[src/rtl/core/aeve_pkg.sv]
package aeve_pkg;

    localparam int RING_DEPTH_DEF = 64;

    localparam logic [1:0] REQ_SAMPLE = 2'd0;
    localparam logic [1:0] REQ_TICK   = 2'd1;
    localparam logic [1:0] REQ_INIT   = 2'd2;

    localparam logic [1:0] CFG_SKIP   = 2'd0;
    localparam logic [1:0] CFG_SPAN   = 2'd1;
    localparam logic [1:0] CFG_HIST   = 2'd2;
    localparam logic [1:0] CFG_THRESH = 2'd3;

    typedef struct packed {
        logic [1:0]         req_type;
        logic signed [15:0] position;
    } in_item_t;

    typedef struct packed {
        logic signed [15:0] velocity;
        logic [5:0]         used_count;
    } out_item_t;

    // Divider handshake between the sequencer and the divide unit.
    typedef struct packed {
        logic               start;
        logic signed [23:0] dividend;
        logic [5:0]         divisor;
    } div_req_t;

    typedef struct packed {
        logic               done;
        logic signed [23:0] quotient;
    } div_rsp_t;

endpackage

[src/rtl/core/adaptive_encoder_velocity_estimator.sv]
// Encoder velocity estimator. Positions go into a ring memory of RING_DEPTH
// entries. A sample request is one write. An init request sweeps every
// entry. A tick request reads the ring through its single read port, with
// two reads and one accumulate per delta walked (recent_span-1 in the first
// pass plus up to history_steps in the history walk), then runs the bit-serial
// divider and finishes. When the count is one or less the divider is
// skipped. A tick also stays longer while an earlier result still waits in
// the output register.
// One item is in work at a time. The finished result sits in an output
// register, and the next item is taken while it waits to be transferred.
module adaptive_encoder_velocity_estimator #(
    parameter int RING_DEPTH = aeve_pkg::RING_DEPTH_DEF,
    localparam int AW = $clog2(RING_DEPTH)
) (
    input  logic                clk,
    input  logic                rst_n,
    input  logic                in_valid,
    output logic                in_stall,
    input  aeve_pkg::in_item_t  in_data,
    output logic                out_valid,
    input  logic                out_stall,
    output aeve_pkg::out_item_t out_data,
    input  logic                cfg_we,
    input  logic [1:0]          cfg_index,
    input  logic [5:0]          cfg_data
);
    import aeve_pkg::*;

    typedef enum logic [3:0] {
        S_IDLE, S_FILL, S_RD_A, S_RD_B, S_ACC, S_DIV_GO, S_DIV_WAIT, S_FINISH, S_HOLD
    } state_t;

    logic       skip_reg;
    logic [4:0] span_reg;
    logic [3:0] hist_reg;
    logic [5:0] thresh_reg;

    state_t              state_reg, state_next;
    logic [AW-1:0]       newest_reg, newest_next;
    logic signed [15:0]  vel_reg, vel_next;
    logic [AW-1:0]       idx_reg, idx_next;   // earlier slot of current delta
    logic [4:0]          k_reg, k_next;       // remaining deltas in the pass
    logic                hpass_reg, hpass_next;
    logic signed [23:0]  sum_reg, sum_next;
    logic [6:0]          cnt_reg, cnt_next;
    logic signed [15:0]  posa_reg, posa_next;
    logic signed [15:0]  pos_reg, pos_next;
    logic                ovalid_reg, ovalid_next;
    out_item_t           odata_reg, odata_next;

    logic                we;
    logic [AW-1:0]       waddr, raddr;
    logic signed [15:0]  wdata, rdata;
    logic [AW-1:0]       later;
    logic signed [15:0]  delta;
    logic signed [16:0]  vsum;
    logic signed [16:0]  mean;
    div_req_t            dreq;
    div_rsp_t            drsp;

    aeve_ring #(.RING_DEPTH(RING_DEPTH)) u_ring (
        .clk(clk), .we(we), .waddr(waddr), .wdata(wdata),
        .raddr(raddr), .rdata(rdata)
    );

    aeve_div u_div (.clk(clk), .rst_n(rst_n), .req(dreq), .rsp(drsp));

    assign in_stall = (state_reg != S_IDLE);
    assign later    = hpass_reg ? idx_reg + AW'(3) : idx_reg + AW'(1);
    assign delta    = posa_reg - rdata;

    always_comb
    begin
        state_next  = state_reg;
        newest_next = newest_reg;
        vel_next    = vel_reg;
        idx_next    = idx_reg;
        k_next      = k_reg;
        hpass_next  = hpass_reg;
        sum_next    = sum_reg;
        cnt_next    = cnt_reg;
        posa_next   = posa_reg;
        pos_next    = pos_reg;
        ovalid_next = ovalid_reg && out_stall;
        odata_next  = odata_reg;
        we          = 1'b0;
        waddr       = newest_reg + AW'(1);
        wdata       = in_data.position;
        raddr       = later;
        dreq        = '0;
        mean        = '0;
        vsum        = '0;
        case (state_reg)
            S_IDLE:
            begin
                if (in_valid && !in_stall)
                begin
                    case (in_data.req_type)
                        REQ_SAMPLE:
                        begin
                            we          = 1'b1;
                            newest_next = newest_reg + AW'(1);
                        end
                        REQ_INIT:
                        begin
                            pos_next   = in_data.position;
                            idx_next   = '0;
                            state_next = S_FILL;
                        end
                        REQ_TICK:
                        begin
                            // First pass starts recent_span slots before newest.
                            idx_next   = newest_reg - AW'(span_reg);
                            sum_next   = '0;
                            cnt_next   = '0;
                            hpass_next = 1'b0;
                            if (span_reg > 5'd1)
                            begin
                                k_next     = span_reg - 5'd1;
                                state_next = S_RD_A;
                            end
                            else
                            begin
                                k_next     = 5'd0;
                                state_next = S_ACC;
                            end
                        end
                        default:
                        begin
                        end
                    endcase
                end
            end
            S_FILL:
            begin
                we       = 1'b1;
                waddr    = idx_reg;
                wdata    = pos_reg;
                idx_next = idx_reg + AW'(1);
                if (idx_reg == AW'(RING_DEPTH - 1))
                begin
                    newest_next = AW'(RING_DEPTH - 1);
                    vel_next    = '0;
                    state_next  = S_IDLE;
                end
            end
            S_RD_A:
            begin
                raddr      = later;
                state_next = S_RD_B;
            end
            S_RD_B:
            begin
                posa_next  = rdata;
                raddr      = idx_reg;
                state_next = S_ACC;
            end
            S_ACC:
            begin
                // k_reg == 0 here means no delta was read (entry into a pass).
                if (k_reg != 5'd0)
                begin
                    if (!(skip_reg && delta == 16'sd0))
                    begin
                        sum_next = sum_reg + 24'(delta);
                        cnt_next = hpass_reg ? cnt_reg + 7'd3 : cnt_reg + 7'd1;
                    end
                    k_next = k_reg - 5'd1;
                end
                state_next = S_RD_A;
                if (k_reg <= 5'd1)
                begin
                    if (!hpass_reg)
                    begin
                        // Switch to the history walk, top is one before start.
                        if (cnt_next < {1'b0, thresh_reg} && hist_reg != 4'd0)
                        begin
                            hpass_next = 1'b1;
                            idx_next   = newest_reg - AW'(span_reg) - AW'(1);
                            k_next     = {1'b0, hist_reg};
                        end
                        else
                        begin
                            state_next = S_DIV_GO;
                        end
                    end
                    else
                    begin
                        state_next = S_DIV_GO;
                    end
                end
                else if (hpass_reg)
                begin
                    if (cnt_next >= {1'b0, thresh_reg})
                    begin
                        state_next = S_DIV_GO;
                    end
                    else
                    begin
                        idx_next = idx_reg - AW'(3);
                    end
                end
                else
                begin
                    idx_next = idx_reg + AW'(1);
                end
                if (hpass_reg && k_reg == 5'd1)
                begin
                    state_next = S_DIV_GO;
                end
            end
            S_DIV_GO:
            begin
                if (cnt_reg > 7'd1)
                begin
                    dreq.start    = 1'b1;
                    dreq.dividend = sum_reg;
                    dreq.divisor  = cnt_reg[5:0];
                    state_next    = S_DIV_WAIT;
                end
                else
                begin
                    state_next = S_FINISH;
                end
            end
            S_DIV_WAIT:
            begin
                if (drsp.done)
                begin
                    sum_next   = drsp.quotient;
                    state_next = S_FINISH;
                end
            end
            S_FINISH:
            begin
                mean = 17'(sum_reg);
                vsum = mean + 17'(vel_reg);
                // Halve, truncating toward zero.
                vel_next   = 16'((vsum + 17'(vsum[16])) >>> 1);
                state_next = S_HOLD;
            end
            S_HOLD:
            begin
                // The output register is loaded only once an earlier result has left.
                if (!(ovalid_reg && out_stall))
                begin
                    odata_next.velocity   = vel_reg;
                    odata_next.used_count = cnt_reg[5:0];
                    ovalid_next = 1'b1;
                    state_next  = S_IDLE;
                end
            end
            default:
            begin
                state_next = S_IDLE;
            end
        endcase
    end

    always_ff @(posedge clk or negedge rst_n)
    begin
        if (!rst_n)
        begin
            state_reg  <= S_IDLE;
            newest_reg <= AW'(RING_DEPTH - 1);
            vel_reg    <= '0;
            ovalid_reg <= 1'b0;
            skip_reg   <= 1'b1;
            span_reg   <= 5'd8;
            hist_reg   <= 4'd4;
            thresh_reg <= 6'd8;
        end
        else
        begin
            state_reg  <= state_next;
            newest_reg <= newest_next;
            vel_reg    <= vel_next;
            ovalid_reg <= ovalid_next;
            if (cfg_we)
            begin
                case (cfg_index)
                    CFG_SKIP:   skip_reg   <= cfg_data[0];
                    CFG_SPAN:   span_reg   <= cfg_data[4:0];
                    CFG_HIST:   hist_reg   <= cfg_data[3:0];
                    CFG_THRESH: thresh_reg <= cfg_data;
                    default:    skip_reg   <= skip_reg;
                endcase
            end
        end
    end

    always_ff @(posedge clk)
    begin
        idx_reg   <= idx_next;
        k_reg     <= k_next;
        hpass_reg <= hpass_next;
        sum_reg   <= sum_next;
        cnt_reg   <= cnt_next;
        posa_reg  <= posa_next;
        pos_reg   <= pos_next;
        odata_reg <= odata_next;
    end

    assign out_valid = ovalid_reg;
    assign out_data  = odata_reg;

endmodule

[src/rtl/core/aeve_div.sv]
module aeve_div (
    input  logic              clk,
    input  logic              rst_n,
    input  aeve_pkg::div_req_t req,
    output aeve_pkg::div_rsp_t rsp
);
    import aeve_pkg::*;

    // Restoring divider on magnitudes, one quotient bit per cycle.
    logic [23:0] rem_q_reg, rem_q_next;
    logic [6:0]  rem_reg, rem_next;
    logic [5:0]  dvs_reg, dvs_next;
    logic        neg_reg, neg_next;
    logic [4:0]  cnt_reg, cnt_next;
    logic        busy_reg, busy_next;
    logic        done_reg, done_next;
    logic [7:0]  trial;

    always_comb
    begin
        rem_q_next = rem_q_reg;
        rem_next   = rem_reg;
        dvs_next   = dvs_reg;
        neg_next   = neg_reg;
        cnt_next   = cnt_reg;
        busy_next  = busy_reg;
        done_next  = 1'b0;
        trial      = {rem_reg, rem_q_reg[23]} - {2'b00, dvs_reg};
        if (req.start)
        begin
            neg_next   = req.dividend[23];
            rem_q_next = req.dividend[23] ? 24'(-req.dividend) : 24'(req.dividend);
            rem_next   = '0;
            dvs_next   = req.divisor;
            cnt_next   = 5'd24;
            busy_next  = 1'b1;
        end
        else if (busy_reg)
        begin
            if (!trial[7])
            begin
                rem_next   = trial[6:0];
                rem_q_next = {rem_q_reg[22:0], 1'b1};
            end
            else
            begin
                rem_next   = {rem_reg[5:0], rem_q_reg[23]};
                rem_q_next = {rem_q_reg[22:0], 1'b0};
            end
            cnt_next = cnt_reg - 5'd1;
            if (cnt_reg == 5'd1)
            begin
                busy_next = 1'b0;
                done_next = 1'b1;
            end
        end
    end

    always_ff @(posedge clk or negedge rst_n)
    begin
        if (!rst_n)
        begin
            busy_reg <= 1'b0;
            done_reg <= 1'b0;
            cnt_reg  <= '0;
        end
        else
        begin
            busy_reg <= busy_next;
            done_reg <= done_next;
            cnt_reg  <= cnt_next;
        end
    end

    always_ff @(posedge clk)
    begin
        rem_q_reg <= rem_q_next;
        rem_reg   <= rem_next;
        dvs_reg   <= dvs_next;
        neg_reg   <= neg_next;
    end

    assign rsp.done     = done_reg;
    assign rsp.quotient = neg_reg ? -$signed(rem_q_reg) : $signed(rem_q_reg);

endmodule

[src/rtl/core/aeve_ring.sv]
module aeve_ring #(
    parameter int RING_DEPTH = aeve_pkg::RING_DEPTH_DEF,
    localparam int AW = $clog2(RING_DEPTH)
) (
    input  logic                 clk,
    input  logic                 we,
    input  logic [AW-1:0]        waddr,
    input  logic signed [15:0]   wdata,
    input  logic [AW-1:0]        raddr,
    output logic signed [15:0]   rdata
);
    logic signed [15:0] mem [RING_DEPTH];

    always_ff @(posedge clk)
    begin
        if (we)
        begin
            mem[waddr] <= wdata;
        end
        rdata <= mem[raddr];
    end

endmodule

[config.mk]
export PLATFORM = sky130hd
export DESIGN_NAME = adaptive_encoder_velocity_estimator
export DESIGN_NICKNAME = d
export VERILOG_FILES = /design/src/rtl/core/aeve_pkg.sv /design/src/rtl/core/adaptive_encoder_velocity_estimator.sv /design/src/rtl/core/aeve_div.sv /design/src/rtl/core/aeve_ring.sv
export SDC_FILE = /design/constraint.sdc
export NUM_CORES = 2
export LEC_CHECK = 0
export BUFFER_PORTS_ARGS = -buffer_cell sky130_fd_sc_hd__buf_2
export CORE_MARGIN = 3
export CORE_UTILIZATION = 61
export DETAILED_ROUTE_END_ITERATION = 16
export GPL_TIMING_DRIVEN = 0
export MAX_ROUTING_LAYER = met4
export PLACE_DENSITY = 0.77
export SYNTH_ARGS = -nofsm -noshare
export SYNTH_HDL_FRONTEND = slang
export SYNTH_SLANG_ARGS = --single-unit
[constraint.sdc]
create_clock -name clk -period 10.95 [get_ports clk]
set_clock_uncertainty 0.1 [all_clocks]
set_input_delay 0.5475 -clock clk [delete_from_list [all_inputs] [get_ports clk]]
set_output_delay 0.5475 -clock clk [all_outputs]
set_load 0.02 [all_outputs]
==> flow_metrics.env <==
export IMPL_outcome="complete, no violations"
export IMPL_synth_area_leaders="edfxtp_1 (66%), mux4_2 (15%), ha_1 (2.1%)"
export IMPL_grt_ovfl_total=0
export IMPL_cts_root_buf="clkbuf_16"
export IMPL_hold_buffers=18
export IMPL_gp_congestion=0.914
export IMPL_synthesis_nets=3022
export IMPL_synth_area_um2=52200
export IMPL_crit_type="flop to flop"
export IMPL_grt_total_usage_pct=31.6
export IMPL_rsz0062_at_grt="no"
export IMPL_ir_worst_vdd_uv=217
export IMPL_fin_tns_setup_ns=0
export IMPL_dp_cells=4140
export IMPL_clockBufferDepth=3
export IMPL_start_util_pct=61.9
export IMPL_seqCellArea_um2=36300
export IMPL_wl_um=135000
export IMPL_path_max_fanout=7
export IMPL_end_kind="flop"
export IMPL_slew_viol_final=0
export IMPL_multi_input_comb_area_um2=15400
export IMPL_cts_reportedPaths_clkPinSlew_ns=0.07
export IMPL_leakagePower_nw=19.5
export IMPL_timing_slew_headroom_pct=15.0
export IMPL_drtPass1Iterations=6
export IMPL_cts_buffers=116
export IMPL_grt_pass1_wl_um=200000
export IMPL_yosysSeqAreaShare_pct=69.6
export IMPL_largest_reg_flops=1024
export IMPL_async_flop_share_pct=4.08
export IMPL_cts_tree="yes"
export IMPL_io_buffer_count=54
export IMPL_cts_setup_buffers=0
export IMPL_startpoint_type="flop"
export IMPL_clock_fmax_mhz=151
export IMPL_grt_pass1_vias=29658
export IMPL_hpwl_um=85900
export IMPL_rows=106
export IMPL_core_area_um2=84200
export IMPL_fin_cells=4385
export IMPL_routedWlPerCell_um=30.8
export IMPL_synth_top_area_share_pct=66.3
export IMPL_ant_nets=0
export IMPL_die_w_um=298
export IMPL_setup_viol=0
export IMPL_vias=29609
export IMPL_synth_edf_count=1152
export IMPL_finalHoldViolCount=0
export IMPL_max_cap_viol_count=0
export IMPL_grt_max_degree=59
export IMPL_grt_antenna_before_repair=5
export IMPL_worst_slew_pin_slew_ns=1.28
export IMPL_cp_data_required_time_ns=11.20
export IMPL_first_iter_violations=3934
export IMPL_critPathArrivalTime_ns=6.86
export IMPL_dieArea_um2=89100
export IMPL_layout_drive_gt1_share_pct=23.5
export IMPL_synthDistinctLibCells=78
export IMPL_filler_cell_count=4960
export IMPL_die_h_um=298
export IMPL_synth_commonest_cells="edfxtp_1 (1152), mux4_2 (336), nand2_1 (179)"
export IMPL_cts_htree_levels=3
export IMPL_io_pins=55
export IMPL_power_density_nw_per_um2=316
export IMPL_yosysMostFrequentCell="edfxtp_1"
export IMPL_fin_crit_sh_pct=60.3
export IMPL_syn2layout_area_growth_pct=13.3
export IMPL_clk_latency_ns=0.71
export IMPL_ys_flop_type="edfxtp_1"
export IMPL_nets=3268
export IMPL_vias_per_cell=6.75
export IMPL_hold_class="primary input to asynchronous set/reset pin"
export IMPL_yosysTopAreaCell="edfxtp_1"
export IMPL_post_route_drc_count=0
export IMPL_ys_ff_latch=1225
export IMPL_syn_area_per_cell_um2=18.0
export IMPL_yosys_warnings=0
export IMPL_cts_sinks=1225
export IMPL_fin_crit_ns=6.61
export IMPL_postCtsResizedCells=0
export IMPL_syn_instance_count=2899
==> stage by stage <==
step	hold slack (ns)	power, mW	utilization, %	cell area (µm²)	worst slack (ns)
floorplan	0.152	11.4	-	52200	5.26
global placement	0.321	13.8	64.0	53900	4.41
detailed placement	0.318	14.3	65.1	54900	4.39
CTS	0.00132	18.6	70.1	59000	4.37
global route	0.00951	19.3	70.2	59100	3.98
finish	0.0361	18.7	70.2	59100	4.34
==> layout by cell type, fill, tap and decap left out, types with 23 or more instances in the layout <==
cell,count
nand2b_1,23
nand2_1,163
xor2_1,76
inv_1,65
a21o_1,26
ha_1,86
o21ai_0,95
buf_1,25
clkinv_2,27
buf_2,57
dfxtp_1,23
edfxtp_1,1152
xnor2_1,63
dfrtp_1,40
clkbuf_16,119
a21oi_1,51
clkbuf_1,103
nor2_1,94
nor2_2,58
buf_8,29
mux4_2,336
o22ai_1,32
nand3_1,27
nor3_1,44
==> cell families after synthesis <==
| group | synth area share [%] |
|---|---|
| AOI/OAI and AO/OA | 4.26 |
| xor gates and xnor gates | 2.37 |
| adders and majority gates | 2.29 |
| buffers and inverters | 1.32 |
| DFF | 69.6 |
| muxes | 15.0 |
| and+or+nand+nor | 5.11 |
==> path summary, 6_finish.rpt <==
check | slack, ns | start | cells past startpoint | to
min in group clk | 0.05 | cfg_data[1] | 2 | hist_reg[1]
worst min-delay path | 0.04 | rst_n | 1 | u_div.busy_reg
worst max register to register | 4.34 | u_ring.rdata[0] | 22 | idx_reg[1]
max in group asynchronous | 9.97 | rst_n | 1 | vel_reg[10]
worst max-delay path | 4.34 | u_ring.rdata[0] | 22 | idx_reg[1]
worst min register to register | 0.34 | u_ring.rdata[10] | 0 | posa_reg[10]
==> worst max-delay path, cell delays in order, from the launching register on <==
cell      delay [ns]
dfxtp_1         0.37
ha_1            0.21
fa_1            0.39
nand2b_1        0.19
a211oi_2        0.39
o22ai_1         0.15
xnor2_1         0.17
or4bb_1         0.50
or4b_4          0.51
nor4_4          0.46
nor2_1          0.20
mux2_2          0.38
ha_1            0.30
nor2b_1         0.14
o21a_1          0.16
o21a_1          0.16
o21ai_0         0.15
nand2b_1        0.09
a21o_1          0.25
nor3_1          0.19
a21oi_1         0.07
o31ai_2         0.36
o21a_1          0.37
==> layout make-up <==
cell class,instances,share of cell area (%)
Sequential cell,1225,61.4
Multi-Input combinational cell,1493,26.0
Clock buffer,145,5.37
Tap cell,1134,2.40
Timing Repair Buffer,128,2.22
Clock inverter,75,1.37
Buffer,116,0.749
Inverter,65,0.413
Antenna cell,4,0.0169
==> power breakdown <==
group          internal (mW)  total, mW  switching (mW)
Clock                   2.38       4.16            1.79
Combinational           3.24       8.12            4.87
Sequential              6.15       6.37           0.227
==> routing by layer <==
metal  up-vias  global-route usage, %  part of all wire (%)
met3       389                   5.73                   9.8
met1     15094                   41.5                    36
li1      12190                      -                     -
met2      1936                   49.4                    49
met4         0                   13.8                   5.2
met5         -                      -                     0
(Power assumes the default switching activity.)
